`src/hw/rtl/bpsa_pkg.sv`:
```
// Shared constants, codes and types of the permuted bit error rate counter.
`timescale 1ns / 1ps

package bpsa_pkg;

    // Store sizes.
    localparam int MAX_SLOTS   = 1024;
    localparam int MAX_STREAMS = 8;
    localparam int MAX_PERMS   = 32;

    // Widths of addresses, indexes and counts.
    localparam int SLOT_W   = $clog2(MAX_SLOTS);
    localparam int STREAM_W = $clog2(MAX_STREAMS);
    localparam int PERM_W   = $clog2(MAX_PERMS);
    localparam int MAP_W    = 3 * MAX_STREAMS;
    localparam int BITS_W   = 8;
    localparam int LEN_W    = 11;
    localparam int SCNT_W   = 4;
    localparam int PCNT_W   = 6;
    localparam int ERR_W    = 14;
    localparam int CFG_W    = 11;
    localparam int CFG_IDX_W = 3;

    // Commands carried by an input beat.
    typedef enum logic [1:0] {
        CMD_LOAD_SLOT = 2'd0,
        CMD_LOAD_PERM = 2'd1,
        CMD_COMPUTE   = 2'd2,
        CMD_NONE      = 2'd3
    } t_cmd;

    // Configuration register indexes.
    typedef enum logic [CFG_IDX_W-1:0] {
        REG_SOURCE_START   = 3'd0,
        REG_DETECTED_START = 3'd1,
        REG_COMPARE_LENGTH = 3'd2,
        REG_STREAM_COUNT   = 3'd3,
        REG_PERM_COUNT     = 3'd4
    } t_reg_idx;

    // Operations of the shared error accumulator.
    typedef enum logic [2:0] {
        ACC_NONE,
        ACC_INIT,
        ACC_PERM_CLR,
        ACC_STREAM_CLR,
        ACC_ADD,
        ACC_STREAM_END,
        ACC_PERM_END
    } t_acc_op;

    // Control bundle from the sequencer to the accumulator.
    typedef struct packed {
        t_acc_op             op;
        logic                mism;
        logic [LEN_W-1:0]    len;
        logic [STREAM_W-1:0] s_idx;
        logic [PERM_W-1:0]   p_idx;
        logic [ERR_W-1:0]    init;
    } t_acc_ctl;

endpackage

```
`src/hw/rtl/bpsa_acc.sv`:
```
// Shared error accumulator: counts mismatches, picks the sign and tracks the best permutation.
`timescale 1ns / 1ps

module bpsa_acc import bpsa_pkg::*; (
    input  logic                   i_clk,
    input  logic                   i_rst_n,
    input  t_acc_ctl               i_ctl,
    output logic [ERR_W-1:0]       o_best_errors,
    output logic [PERM_W-1:0]      o_best_index,
    output logic [MAX_STREAMS-1:0] o_best_signs
);

    logic [LEN_W-1:0]       r_stream_errors;
    logic [ERR_W-1:0]       r_perm_errors;
    logic [ERR_W-1:0]       r_best_errors;
    logic [PERM_W-1:0]      r_best_index;
    logic [MAX_STREAMS-1:0] r_trial_signs;
    logic [MAX_STREAMS-1:0] r_best_signs;

    logic [LEN_W-1:0] w_inverted;
    logic             w_take_plain;
    logic [LEN_W-1:0] w_chosen;

    // Plain count against its complement; a tie goes to the inverted choice.
    assign w_inverted   = i_ctl.len - r_stream_errors;
    assign w_take_plain = (r_stream_errors < w_inverted);
    assign w_chosen     = w_take_plain ? r_stream_errors : w_inverted;

    always_ff @(posedge i_clk) begin
        if (!i_rst_n) begin
            r_stream_errors <= '0;
            r_perm_errors   <= '0;
            r_best_errors   <= '0;
            r_best_index    <= '0;
            r_trial_signs   <= '0;
            r_best_signs    <= '0;
        end else begin
            unique case (i_ctl.op)
                ACC_INIT: begin
                    r_best_errors <= i_ctl.init;
                    r_best_index  <= '0;
                    r_best_signs  <= '0;
                end
                ACC_PERM_CLR: begin
                    r_perm_errors <= '0;
                    r_trial_signs <= '0;
                end
                ACC_STREAM_CLR: begin
                    r_stream_errors <= '0;
                end
                ACC_ADD: begin
                    r_stream_errors <= r_stream_errors + LEN_W'(i_ctl.mism);
                end
                ACC_STREAM_END: begin
                    r_perm_errors <= r_perm_errors + ERR_W'(w_chosen);
                    if (!w_take_plain) begin
                        r_trial_signs[i_ctl.s_idx] <= 1'b1;
                    end
                end
                ACC_PERM_END: begin
                    if (r_perm_errors < r_best_errors) begin
                        r_best_errors <= r_perm_errors;
                        r_best_index  <= i_ctl.p_idx;
                        r_best_signs  <= r_trial_signs;
                    end
                end
                default: begin
                end
            endcase
        end
    end

    assign o_best_errors = r_best_errors;
    assign o_best_index  = r_best_index;
    assign o_best_signs  = r_best_signs;

endmodule

```
`config.mk`:
```
export PLATFORM = sky130hd
export DESIGN_NAME = bpsa_acc
export DESIGN_NICKNAME = d
export VERILOG_FILES = /design/src/hw/rtl/bpsa_pkg.sv /design/src/hw/rtl/bpsa_acc.sv
export SDC_FILE = /design/constraint.sdc
export NUM_CORES = 1
export LEC_CHECK = 0
export BUFFER_PORTS_ARGS = -buffer_cell sky130_fd_sc_hd__buf_2
export CORE_MARGIN = 8
export CORE_UTILIZATION = 35
export CTS_CLUSTER_DIAMETER = 40
export DETAILED_ROUTE_END_ITERATION = 8
export PLACE_DENSITY_LB_ADDON = 0.12
export SLEW_MARGIN = 25
export SYNTH_ARGS = -nofsm -noshare
export SYNTH_HDL_FRONTEND = slang
export SYNTH_SLANG_ARGS = --single-unit
```
`constraint.sdc`:
```
create_clock -name i_clk -period 5.2 [get_ports i_clk]
set_clock_uncertainty 0.2 [all_clocks]
set_input_delay 1.04 -clock i_clk [delete_from_list [all_inputs] [get_ports i_clk]]
set_output_delay 1.04 -clock i_clk [all_outputs]
set_load 0.01 [all_outputs]
```
==> run_results.csv, run 1 <==
group,metric,value,unit
sta,rsz0062_at_grt,"true",
critical_path,crit_required,5.19,ns
clock_tree,numCtsBuffers,9,
synthesis,synth.avg_cell_area,8.06,µm²
critical_path,critPathCaptureType,"flip-flop",
critical_path,critPathLaunchType,"input pin",
synthesis,synthCells,525,
floorplanning,core_area,11900,µm²
placement,gp_congestion,0.870,
critical_path,cp.arrival,5.27,ns
routing,drtAntennaViolNets,0,
synthesis,synth_top_area_share,28.4,%
sta,max_slew_margin,51.3,%
power,pwr-share-seq,36.0,%
power,power.density,235,nW/µm²
routing,drt_drc_violations_left,0,
global_routing,grt_max_degree,55,
synthesis,synth_cell_types,58,
synthesis,synth_top_family_by_area,"compound AO/OA/AOI/OAI gates",
global_routing,grt-ovfl-total,0,
global_routing,grt_pass1_vias,3923,
critical_path,crit_type,"input pin to flip-flop",
power,switching_share,25.6,%
routing,drt_iter0_markers,183,
routing,via_count,4088,
power,p_leak,2.48,nW
final_layout,utilization,48.1,%
critical_path,cp_slowest_cell,"fa_2",
power,p_comb_share,15.9,%
power,p_switching,0.345,mW
sta,setup_viol,4,
placement,hpwlAfterDp,8.62,mm
synthesis,synth_edf_count,0,
final_layout,drive_gt1_share,32.0,%
placement,post-place-ws,-0.611,ns
routing,dr.pass1.iters,4,
sta,max_clock_freq,189,MHz
global_routing,grt.total_usage,14.0,%
synthesis,synth_area_leaders,"dfxtp_1 (28%), ha_1 (14%), nand2_1 (5.3%)",
synthesis,synth_seq_area_share,28.4,%
synthesis,synth_mux_area_share,2.40,%
routing,wirelength,11.4,mm
synthesis,syn_nets,615,
clock_tree,clk_path_buf_depth,2,
power,ir_drop,0.148,mV
clock_tree,root_buffer,"clkbuf_16",
synthesis,synthSimpleGateAreaFrac,21.5,%
floorplanning,initial_core_util,35.5,%
placement,place_inst,764,
synthesis,synth_seq_cells,60,
routing,vias_per_cell,5.17,
critical_path,worstPathMaxFanout,5,
floorplanning,ioPinCount,66,
sta,period_share,102,%
routing,post_drt_wl_per_cell,14.4,µm
critical_path,crit_family,"compound AO/OA/AOI/OAI gates",
final_layout,area_growth,35.4,%
clock_tree,cts_tree,"built",
critical_path,cp_num_buf_inv,5,
clock_tree,htree_num_levels,3,
synthesis,synthFlopType,"dfxtp_1",
sta,hold_viol_final,0,
synthesis,synth_fa_ha_area_share,15.4,%
flow_run,cap_violations,0,
min_path,hp-class,"flip-flop to flip-flop",
sta,fin_crit,5.28,ns
power,p_int,1.00,mW
sta,worst_slack,-0.0790,ns
final_layout,nNetsFinal,729,
final_layout,final_cells,791,
sta,slew_viol_final,0,
global_routing,grt_pass1_wl,18.5,mm
floorplanning,die_w,126,µm
synthesis,ys.warnings.count,0,
final_layout,n_fill_cell,1189,
synthesis,yosys-top-cells-count,"dfxtp_1 (60), nand2_1 (60), ha_1 (49)",
synthesis,synth_area_leader_cell,"dfxtp_1",
floorplanning,die-height,126,µm
critical_path,slowest_delay,0.33,ns
floorplanning,die_area,15900,µm²
synthesis,synth-compound-area-share,22.9,%
synthesis,synth_area,4230,µm²
final_layout,antenna_cells,0,
power,p_clk_share,48.0,%
global_routing,grt_antenna_before_repair,0,
synthesis,async_flop_share,0,%
sta,setup_tns,-0.153,ns
clock_tree,clock-sinks,60,
placement,port_buffers,65,
synthesis,synth-xor-area-share,2.90,%
clock_tree,clk_pin_slew_worst_paths,0.05,ns
outcome,outcome,"finished, violations left",
floorplanning,row_count,40,
clock_tree,clk_latency,0.32,ns
outcome,violations,"setup timing",
sta,worst_pin_slew,0.728,ns
final cells by class:
class,count,area [µm²],area share [%]
sequential,60,1200,21.0
inverter,35,134,2.34
multi-input combinational,403,3040,53.1
timing repair buffer,130,842,14.7
tap,147,184,3.21
clock inverter,6,86.3,1.51
clock buffer,10,239,4.17
power by group through the flow:
stage / registers (mW) / clock network, mW / logic (mW)
floorplan: 0.500 / 0 / 0.133
global placement: 0.494 / 0 / 0.202
detailed placement: 0.495 / 0 / 0.206
CTS: 0.485 / 0.662 / 0.213
global route: 0.487 / 0.681 / 0.241
finish: 0.485 / 0.646 / 0.214
cells in the final DEF (no fill, tap or decap), drive strengths merged, types with 6 or more instances in the layout:
master and instances:
a31oi 8, o21ai 32, nor2 40, nand2 60, dfxtp 60, a21o 13
a311oi 14, nand3 28, nor3 12, buf 130, inv 35, a22oi 6
ha 49, a21oi 34, xnor2 8, mux2i 9, xor2 6, nand4 19
a41oi 6, clkbuf 10
what timing repair did:
action / 4_1_cts / 5_1_grt
hold endpoints to repair: 0 / 0
cloned: 1 / 0
setup buffers: 4 / 6
pin swaps: 13 / 23
endpoints found under the setup margin: 8 / 11
hold buffers: 0 / 0
gates resized for setup: 28 / 33
cells by family (layout without fill, tap and decap cells):
group                      count (synthesis)  count (layout)
AOI/OAI and AO/OA                        138             139
and+or+nand+nor                          189             189
DFF                                       60              60
xor gates and xnor gates                  14              14
muxes                                     10              10
adders and majority gates                 51              51
buffers and inverters                     63             181
per-layer routing:
metal	wire length, µm	share of wire [%]	track usage, %
met3	433	3.8	3.16
met2	5200	46	22.5
met5	0	0	0
met1	5620	49	18.0
met4	135	1.2	4.81
worst reg2reg max path, delay by kind of cell (launching register included):
family | cells | cell delay (ns)
AO/OA/AOI/OAI | 12 | 1.86
adder cells (fa/ha/maj) | 4 | 1.05
multiplexers | 1 | 0.25
buffers and inverters | 3 | 0.33
flip-flops | 1 | 0.47
AND/OR/NAND/NOR | 3 | 0.45
XOR/XNOR | 1 | 0.21
final timing paths:
path / to / slack (ns) / start / depth (start not counted)
setup / recovery: r_perm_errors[10]$_SDFFE_PN0P_ / -0.08 / i_ctl[22] / 26
hold / removal: o_best_signs[6]$_SDFFE_PN0P_ / 0.25 / o_best_signs[6]$_SDFFE_PN0P_ / 2
setup reg to reg: r_perm_errors[10]$_SDFFE_PN0P_ / 0.25 / r_stream_errors[0]$_SDFFE_PN0P_ / 24
hold reg to reg: o_best_signs[6]$_SDFFE_PN0P_ / 0.25 / o_best_signs[6]$_SDFFE_PN0P_ / 2
flip-flops by register name, summed over array words and instances, names as in the netlist:
name and count:
r_stream_errors 11, o_best_index 5, o_best_signs 8, r_perm_errors 14
r_trial_signs 8, o_best_errors 14
through the flow:
step	total power [mW]	cell area [µm²]	hold slack [ns]
after floorplan	0.633	4260	0.252
after global placement	0.697	5030	0.244
after detailed placement	0.701	5030	0.250
after CTS	1.36	5490	0.257
after global routing	1.41	5730	0.269
final	1.35	5730	0.253
No activity file was read; power rests on OpenSTA's default activity.
==> run 2, diff against run 1 <==
--- a/config.mk
+++ b/config.mk
@@ -11,6 +11,7 @@
 export CTS_CLUSTER_DIAMETER = 40
 export DETAILED_ROUTE_END_ITERATION = 8
 export PLACE_DENSITY_LB_ADDON = 0.12
+export RECOVER_POWER = 25
 export SLEW_MARGIN = 25
 export SYNTH_ARGS = -nofsm -noshare
 export SYNTH_HDL_FRONTEND = slang
==> run_results.csv, run 2 (synthesized netlist as in run 1, its figures left out) <==
group,metric,value,unit
clock_tree,cts_tree,"built",
routing,vias_per_cell,5.19,
final_layout,multi_input_area,3040,µm²
floorplanning,die-height,126,µm
sta,rsz0062_at_grt,"true",
clock_tree,numCtsBuffers,9,
outcome,violations,"setup timing",
final_layout,final_cell_mix,"dfxtp_1 (60), buf_4 (60), nand2_1 (57), buf_2 (45), ha_1 (42)",
critical_path,cp.arrival,5.27,ns
placement,port_buffers,65,
sta,max_slew_margin,50.9,%
critical_path,worstPathMaxFanout,5,
critical_path,crit_type,"input pin to flip-flop",
sta,fin_crit,5.28,ns
clock_tree,clk_path_buf_depth,2,
global_routing,grt_pass1_wl,18.5,mm
placement,gp_congestion,0.870,
final_layout,nNetsFinal,729,
clock_tree,htree_num_levels,3,
floorplanning,die_w,126,µm
routing,via_count,4106,
final_layout,final_cell_area,5700,µm²
sta,setup_tns,-0.154,ns
clock_tree,clk_latency,0.32,ns
final_layout,n_fill_cell,1198,
critical_path,critPathCaptureType,"flip-flop",
routing,drt_drc_violations_left,0,
routing,drt_iter0_markers,172,
sta,whs,0.256,ns
final_layout,utilization,47.9,%
floorplanning,ioPinCount,66,
floorplanning,initial_core_util,35.5,%
global_routing,grt.total_usage,14.0,%
global_routing,grt_antenna_before_repair,0,
placement,place_inst,764,
routing,wirelength,11.4,mm
sta,setup_viol,4,
sta,max_clock_freq,189,MHz
critical_path,crit_required,5.19,ns
sta,worst_pin_slew,0.734,ns
global_routing,grt_pass1_vias,3923,
final_layout,area_growth,34.9,%
flow_run,cap_violations,0,
outcome,outcome,"finished, violations left",
placement,hpwlAfterDp,8.62,mm
sta,hold_viol_final,0,
floorplanning,row_count,40,
sta,period_share,102,%
final_layout,final_cells,791,
floorplanning,core_area,11900,µm²
critical_path,critPathLaunchType,"input pin",
power,ir_drop,0.148,mV
clock_tree,clk_pin_slew_worst_paths,0.05,ns
routing,post_drt_wl_per_cell,14.5,µm
critical_path,ff2ff_path_depth,24,
placement,post_dp_cell_area,5030,µm²
power,p_leak,2.40,nW
final_layout,antenna_cells,0,
power,power.density,236,nW/µm²
final_layout,drive_gt1_share,29.0,%
global_routing,grt-ovfl-total,0,
global_routing,grt_max_degree,55,
min_path,holdPathStages,2,
min_path,hp-class,"flip-flop to flip-flop",
routing,drtAntennaViolNets,0,
routing,dr.pass1.iters,4,
clock_tree,clock-sinks,60,
final_layout,register_area,1200,µm²
clock_tree,root_buffer,"clkbuf_16",
placement,post-place-ws,-0.611,ns
floorplanning,die_area,15900,µm²
sta,slew_viol_final,0,
sta,worst_slack,-0.0792,ns
power,power,1.34,mW
## run 2: cell types whose count changed in the layout (fill, tap and decap cells not counted), sizes merged
cell / delta
buf: -19
clkbuf: +19
## run 2: repair_timing
action | 4_1_cts | 5_1_grt
resized for setup | 28 | 33
setup endpoints to repair | 8 | 11
gates cloned | 1 | 0
hold buffers | 0 | 0
pin swaps | 13 | 23
buffers inserted | 4 | 6
## run 2: cell type report
type                            instances  area share [%]
Clock buffer                           10            4.19
Clock inverter                          6            1.51
Inverter                               35            2.35
Multi-Input combinational cell        403            53.3
Sequential cell                        60            21.1
Tap cell                              147            3.22
Timing Repair Buffer                  130            14.3
## run 2: path summary, 6_finish.rpt
| path | from | endpoint | slack (ns) |
|---|---|---|---|
| setup / recovery | i_ctl[22] | r_perm_errors[10]$_SDFFE_PN0P_ | -0.08 |
| hold / removal | o_best_signs[6]$_SDFFE_PN0P_ | o_best_signs[6]$_SDFFE_PN0P_ | 0.26 |
| setup reg to reg | r_stream_errors[0]$_SDFFE_PN0P_ | r_perm_errors[10]$_SDFFE_PN0P_ | 0.25 |
| hold reg to reg | o_best_signs[6]$_SDFFE_PN0P_ | o_best_signs[6]$_SDFFE_PN0P_ | 0.26 |
## run 2: critical path, cell delays in order
cell	delay [ns]
buf_8	0.10
inv_4	0.05
ha_4	0.13
inv_2	0.03
fa_2	0.33
a21o_1	0.17
a21oi_2	0.18
o21ba_4	0.15
o21bai_1	0.07
xnor2_1	0.21
ha_1	0.28
a211oi_2	0.18
nand2_1	0.09
a31oi_2	0.19
o21ai_2	0.09
buf_4	0.14
a21o_4	0.25
mux2i_4	0.25
ha_4	0.24
a21o_1	0.21
a211oi_2	0.19
buf_4	0.15
a31oi_2	0.10
or2_2	0.28
nand3_1	0.08
a21oi_1	0.07
## run 2: power breakdown
part | internal (mW) | switching, mW | total [mW]
logic | 0.0925 | 0.120 | 0.213
clock network | 0.432 | 0.215 | 0.647
registers | 0.474 | 0.0105 | 0.485
## run 2: layer usage
metal	vias to the layer above	part of all wire (%)	routed length, µm	global-route usage [%]
met5	-	0	0	0
met4	0	1.2	135	4.81
met1	1881	49	5650	18.0
met2	83	46	5210	22.5
li1	2133	-	-	-
met3	9	3.7	428	3.16
